[src/rtl/kom_pkg.sv]
// ----------------------------------------------------------------------------
// kom_pkg
// Shared types, pattern table and helpers for the keyword/operator matcher.
// ----------------------------------------------------------------------------
package kom_pkg;

  localparam int WINDOW_BYTES  = 9;
  localparam int PATTERN_COUNT = 37;
  localparam int MAX_PAT_LEN   = 8;
  localparam int MAX_FOLLOW    = 3;
  localparam int CODE_W        = 6;
  localparam int LEN_W         = 4;

  // Input item: window bytes and the remaining byte count
  typedef struct packed {
    logic [7:0] char_0;
    logic [7:0] char_1;
    logic [7:0] char_2;
    logic [7:0] char_3;
    logic [7:0] char_4;
    logic [7:0] char_5;
    logic [7:0] char_6;
    logic [7:0] char_7;
    logic [7:0] char_8;
    logic [3:0] avail_count;
  } in_item_t;

  // Result item
  typedef struct packed {
    logic              matched;
    logic [CODE_W-1:0] symbol_code;
    logic [LEN_W-1:0]  match_length;
  } out_item_t;

  // Window bytes, element 0 at the scan position
  typedef logic [0:WINDOW_BYTES-1][7:0] win_t;

  // One pattern: text left-aligned, allowed follow bytes (none for operators)
  typedef struct packed {
    logic [0:MAX_PAT_LEN-1][7:0] text;
    logic [LEN_W-1:0]            len;
    logic [0:MAX_FOLLOW-1][7:0]  follow;
    logic [1:0]                  fol_cnt;
  } pat_t;

  // Symbol codes in priority order
  typedef enum logic [CODE_W-1:0] {
    SYM_INT, SYM_VOID, SYM_IF, SYM_ELSE, SYM_WHILE, SYM_FOR, SYM_BREAK,
    SYM_CONTINUE, SYM_RETURN,
    SYM_AND_AND, SYM_OR_OR, SYM_INC, SYM_DEC, SYM_ADD_EQ, SYM_SUB_EQ,
    SYM_MUL_EQ, SYM_DIV_EQ, SYM_MOD_EQ, SYM_EQ_EQ, SYM_NOT_EQ, SYM_LE, SYM_GE,
    SYM_PLUS, SYM_MINUS, SYM_STAR, SYM_SLASH, SYM_PERCENT, SYM_LT, SYM_GT,
    SYM_BANG, SYM_ASSIGN, SYM_COMMA, SYM_SEMI, SYM_LPAREN, SYM_RPAREN,
    SYM_LBRACE, SYM_RBRACE
  } sym_e;

  // Pattern table lookup by symbol code
  function automatic pat_t pat_lookup(input logic [CODE_W-1:0] code);
    pat_t p;
    p = '0;
    case (sym_e'(code))
      SYM_INT:      p = '{text: {"int",      40'h0}, len: 4'd3,
                          follow: {" ",   16'h0}, fol_cnt: 2'd1};
      SYM_VOID:     p = '{text: {"void",     32'h0}, len: 4'd4,
                          follow: {" )",   8'h0}, fol_cnt: 2'd2};
      SYM_IF:       p = '{text: {"if",       48'h0}, len: 4'd2,
                          follow: {"( ",   8'h0}, fol_cnt: 2'd2};
      SYM_ELSE:     p = '{text: {"else",     32'h0}, len: 4'd4,
                          follow: "{; ",          fol_cnt: 2'd3};
      SYM_WHILE:    p = '{text: {"while",    24'h0}, len: 4'd5,
                          follow: {"( ",   8'h0}, fol_cnt: 2'd2};
      SYM_FOR:      p = '{text: {"for",      40'h0}, len: 4'd3,
                          follow: {"( ",   8'h0}, fol_cnt: 2'd2};
      SYM_BREAK:    p = '{text: {"break",    24'h0}, len: 4'd5,
                          follow: {"; ",   8'h0}, fol_cnt: 2'd2};
      SYM_CONTINUE: p = '{text: "continue",          len: 4'd8,
                          follow: {"; ",   8'h0}, fol_cnt: 2'd2};
      SYM_RETURN:   p = '{text: {"return",   16'h0}, len: 4'd6,
                          follow: {" ",   16'h0}, fol_cnt: 2'd1};
      SYM_AND_AND:  p = '{text: {"&&", 48'h0}, len: 4'd2, follow: '0, fol_cnt: 2'd0};
      SYM_OR_OR:    p = '{text: {"||", 48'h0}, len: 4'd2, follow: '0, fol_cnt: 2'd0};
      SYM_INC:      p = '{text: {"++", 48'h0}, len: 4'd2, follow: '0, fol_cnt: 2'd0};
      SYM_DEC:      p = '{text: {"--", 48'h0}, len: 4'd2, follow: '0, fol_cnt: 2'd0};
      SYM_ADD_EQ:   p = '{text: {"+=", 48'h0}, len: 4'd2, follow: '0, fol_cnt: 2'd0};
      SYM_SUB_EQ:   p = '{text: {"-=", 48'h0}, len: 4'd2, follow: '0, fol_cnt: 2'd0};
      SYM_MUL_EQ:   p = '{text: {"*=", 48'h0}, len: 4'd2, follow: '0, fol_cnt: 2'd0};
      SYM_DIV_EQ:   p = '{text: {"/=", 48'h0}, len: 4'd2, follow: '0, fol_cnt: 2'd0};
      SYM_MOD_EQ:   p = '{text: {"%=", 48'h0}, len: 4'd2, follow: '0, fol_cnt: 2'd0};
      SYM_EQ_EQ:    p = '{text: {"==", 48'h0}, len: 4'd2, follow: '0, fol_cnt: 2'd0};
      SYM_NOT_EQ:   p = '{text: {"!=", 48'h0}, len: 4'd2, follow: '0, fol_cnt: 2'd0};
      SYM_LE:       p = '{text: {"<=", 48'h0}, len: 4'd2, follow: '0, fol_cnt: 2'd0};
      SYM_GE:       p = '{text: {">=", 48'h0}, len: 4'd2, follow: '0, fol_cnt: 2'd0};
      SYM_PLUS:     p = '{text: {"+", 56'h0}, len: 4'd1, follow: '0, fol_cnt: 2'd0};
      SYM_MINUS:    p = '{text: {"-", 56'h0}, len: 4'd1, follow: '0, fol_cnt: 2'd0};
      SYM_STAR:     p = '{text: {"*", 56'h0}, len: 4'd1, follow: '0, fol_cnt: 2'd0};
      SYM_SLASH:    p = '{text: {"/", 56'h0}, len: 4'd1, follow: '0, fol_cnt: 2'd0};
      SYM_PERCENT:  p = '{text: {"%", 56'h0}, len: 4'd1, follow: '0, fol_cnt: 2'd0};
      SYM_LT:       p = '{text: {"<", 56'h0}, len: 4'd1, follow: '0, fol_cnt: 2'd0};
      SYM_GT:       p = '{text: {">", 56'h0}, len: 4'd1, follow: '0, fol_cnt: 2'd0};
      SYM_BANG:     p = '{text: {"!", 56'h0}, len: 4'd1, follow: '0, fol_cnt: 2'd0};
      SYM_ASSIGN:   p = '{text: {"=", 56'h0}, len: 4'd1, follow: '0, fol_cnt: 2'd0};
      SYM_COMMA:    p = '{text: {",", 56'h0}, len: 4'd1, follow: '0, fol_cnt: 2'd0};
      SYM_SEMI:     p = '{text: {";", 56'h0}, len: 4'd1, follow: '0, fol_cnt: 2'd0};
      SYM_LPAREN:   p = '{text: {"(", 56'h0}, len: 4'd1, follow: '0, fol_cnt: 2'd0};
      SYM_RPAREN:   p = '{text: {")", 56'h0}, len: 4'd1, follow: '0, fol_cnt: 2'd0};
      SYM_LBRACE:   p = '{text: {"{", 56'h0}, len: 4'd1, follow: '0, fol_cnt: 2'd0};
      SYM_RBRACE:   p = '{text: {"}", 56'h0}, len: 4'd1, follow: '0, fol_cnt: 2'd0};
      default:      p = '0;
    endcase
    return p;
  endfunction

endpackage

[src/rtl/kom_lane.sv]
// ----------------------------------------------------------------------------
// kom_lane
// Tests one pattern against the window: text bytes, length and follow byte.
// ----------------------------------------------------------------------------
module kom_lane (
  input  kom_pkg::win_t          win,
  input  logic [kom_pkg::LEN_W-1:0] avail,
  input  kom_pkg::pat_t          pat,
  output logic                   hit
);

  logic       text_ok;
  logic       follow_ok;
  logic [7:0] next_byte;

  // Compare the pattern text against the window, only up to its length
  always_comb begin
    text_ok = (avail >= pat.len);
    for (int i = 0; i < kom_pkg::MAX_PAT_LEN; i++) begin
      if ((kom_pkg::LEN_W'(i) < pat.len) && (win[i] != pat.text[i])) begin
        text_ok = 1'b0;
      end
    end
  end

  // Check the byte after a keyword against its allowed set
  assign next_byte = win[pat.len];

  always_comb begin
    if (pat.fol_cnt == 2'd0) begin
      follow_ok = 1'b1;
    end else begin
      follow_ok = 1'b0;
      for (int j = 0; j < kom_pkg::MAX_FOLLOW; j++) begin
        if ((2'(j) < pat.fol_cnt) && (next_byte == pat.follow[j])) begin
          follow_ok = 1'b1;
        end
      end
      if (avail <= pat.len) begin
        follow_ok = 1'b0;
      end
    end
  end

  assign hit = text_ok & follow_ok;

endmodule

[config.mk]
export PLATFORM = sky130hd
export DESIGN_NAME = kom_lane
export DESIGN_NICKNAME = d
export VERILOG_FILES = /design/src/rtl/kom_pkg.sv /design/src/rtl/kom_lane.sv
export SDC_FILE = /design/constraint.sdc
export NUM_CORES = 1
export LEC_CHECK = 0
export BUFFER_PORTS_ARGS = -buffer_cell sky130_fd_sc_hd__clkbuf_2
export CAP_MARGIN = 40
export CORE_UTILIZATION = 42
export DETAILED_ROUTE_END_ITERATION = 8
export GPL_TIMING_DRIVEN = 0
export MAX_ROUTING_LAYER = met4
export PLACE_DENSITY_LB_ADDON = 0.2
export SLEW_MARGIN = 25
export SYNTH_ARGS = -nofsm -noshare
export SYNTH_HDL_FRONTEND = slang
export SYNTH_SLANG_ARGS = --single-unit
[constraint.sdc]
create_clock -name vclk -period 6.14
set_input_delay 1.228 -clock vclk [all_inputs]
set_output_delay 1.228 -clock vclk [all_outputs]
set_load 0.02 [all_outputs]
==> reports/metrics.cfg <==
[placed_design]
routabilityCongestion = 0.858
dp_slack_ps = 1140
dp_cells = 443
dp_hpwl_um = 6040
place_area_mm2 = 0.00274
numPortBuffers = 171

[power_and_ir_drop]
peakVddDrop_mv = 0.0369
p_leak_nw = 1.37
p_int_uw = 104
pwr_density_cell_mw_per_mm2 = 69.8
seq_power_share_pct = 0
pwr-share-comb_pct = 100.0
p_clk_share_pct = 0
p_sw_uw = 87.9
p_sw_share_pct = 45.9

[timing]
rsz0062_at_grt = no
fmax_mhz = 199
slew_viol_final = 0
fin_crit_sh_pct = 81.6
finalHoldViolCount = 0
fin_crit_ps = 5010
setup_viol = 0
relSlewSlack_pct = 52.3
fin_ws_ps = 1130
worst_slew_pin_slew_ps = 713
setup_tns_ps = 0

[cts]
cts_resized = 0
cts_setup_buffers = 0
hold_buffers = 0

[critical_path]
worstPathArrival_ps = 3790
cp_num_buf_inv = 3
required_ps = 4910
path_cells = clkbuf_2 > buf_6 > nor4b_2 > nand2_1 > nand3_2 > xor2_1 > or4_1 > o32a_1 > a211oi_2 > clkbuf_2
cp-end-kind = primary output
cpMaxStageDelayCell = nor4b_2
crit_top_cell = clkbuf_2
criticalPathCategory = input port to primary output
crit_family = simple AND/OR/NAND/NOR gates
crit_fanout = 8
cp_slowest_stage_delay_ps = 650
cp-start-kind = input port

[route]
dr.pass1.iters = 4
route.detailed.drc = 0
vias = 2387
drt_iter0_drc = 186
wl_per_cell_um = 15.1
via_per_inst = 5.39
wirelength_um = 6690
ant_nets = 0

[grt]
grt_pass1_vias = 2214
overflow = 0
antenna_found_initial = 0
grt_usage_pct = 28.8
grt_max_degree = 11
grt_first_pass_wirelength_um = 9760

[floorplanning]
rows = 23
die_area_mm2 = 0.00461
ios = 171
die_w_um = 67.9
start_util_pct = 44.7
die-height_um = 67.9
core_mm2 = 0.00409

[yosys]
synth_commonest_cells = xnor2_1 (45), xor2_1 (36), nand2_1 (16), nand4_1 (16), mux2i_1 (15)
syn_nets = 396
yosysTopAreaCell = xnor2_1
seq_area_frac_synth_pct = 0
synth.area.top_cells = xnor2_1 (22%), xor2_1 (17%), mux4_2 (11%), mux2i_1 (8.2%), nand4_1 (5.5%)
synth.most_common_cell = xnor2_1
synth_cell_types = 41
syn-instance-count = 222
syn-mean-instance-area_um2 = 8.22
ys_warn_count = 0
syn_area_mm2 = 0.00183
yosysTopAreaCellShare_pct = 21.6

[final_layout]
stdcell_count = 443
finalNetCount = 569
seq_area_um2 = 0
syn2layout_area_growth_pct = 50.3
multiInputGateArea_mm2 = 0.00177
design_area_mm2 = 0.00274
antennaDiodeCount = 0
fin_util_pct = 67.1
seq_cells = 0
num-clock-buffers = 0
n_fill_cell = 393
drive_above_1_share_pct = 48.6

[flow_run]
maxCapViolations = 0

[hold_path]
hold_class = input port to primary output

[run_status]
outcome = completed

==> per-layer routing <==
| metal | GRT usage [%] | share of wire, % |
|---|---|---|
| met1 | 34.9 | 42 |
| met2 | 51.7 | 50 |
| met3 | 2.17 | 6.8 |
| met4 | 5.47 | 1.2 |
| met5 | - | 0 |
==> per-stage QoR <==
step / hold WS, ps / power, mW
2_1_floorplan: 2710 / 0.102
5_1_grt: 3020 / 0.209
3_5_place_dp: 2990 / 0.190
4_1_cts: 3000 / 0.192
6_report: 3000 / 0.192
3_3_place_gp: 2990 / 0.187
==> kinds of logic (layout without fill, tap and decap cells) <==
family                     Yosys count  after routing  synth area share, %
adders and majority gates            4              4                 2.74
xor gates and xnor gates            81             81                 38.9
AOI/OAI and AO/OA                   30             30                 11.8
muxes                               24             24                 19.3
buffers and inverters                9            180                 2.81
and+or+nand+nor                     74             74                 24.5
==> worst min-delay path: cells and delay by family <==
| family | cells | cell delay [ps] |
|---|---|---|
| compound gates | 2 | 250 |
| buf+inv | 2 | 240 |
| simple gates | 1 | 50 |
==> power by group through the flow <==
stage	Clock (mW)	Combinational (mW)	Sequential, mW
2_1_floorplan	0	0.102	0
3_3_place_gp	0	0.187	0
3_5_place_dp	0	0.190	0
4_1_cts	0	0.192	0
5_1_grt	0	0.209	0
6_report	0	0.192	0
==> cell type report <==
class              count  share of cell area (%)
well taps             50                    2.28
plain buffers          5                    1.32
inverters              4                   0.547
multi-input cells    213                    64.7
repair buffers       171                    31.2
==> layout by cell type (no fill, tap or decap), types with 3 or more instances in the layout <==
cell,synthesis,layout
nor2_1,4,4
mux4_2,9,9
o21ai_0,3,3
a21oi_1,3,3
nand3_1,4,4
xnor2_1,45,45
or4_1,3,3
inv_1,4,4
nor4_1,9,9
ha_1,4,4
nand4_1,16,16
o22a_1,6,6
a31oi_1,7,7
mux2i_1,15,15
clkbuf_2,0,171
and4_1,3,3
xor2_1,36,36
nand2_1,16,16
nor4b_1,3,3
==> final timing paths <==
check | start | endpoint | slack, ps | cells after the start
worst max-delay path | pat[26] | hit | 1130 | 10
worst min-delay path | pat[0] | hit | 3000 | 5
Note: power is estimated with default switching activity, not from simulation.
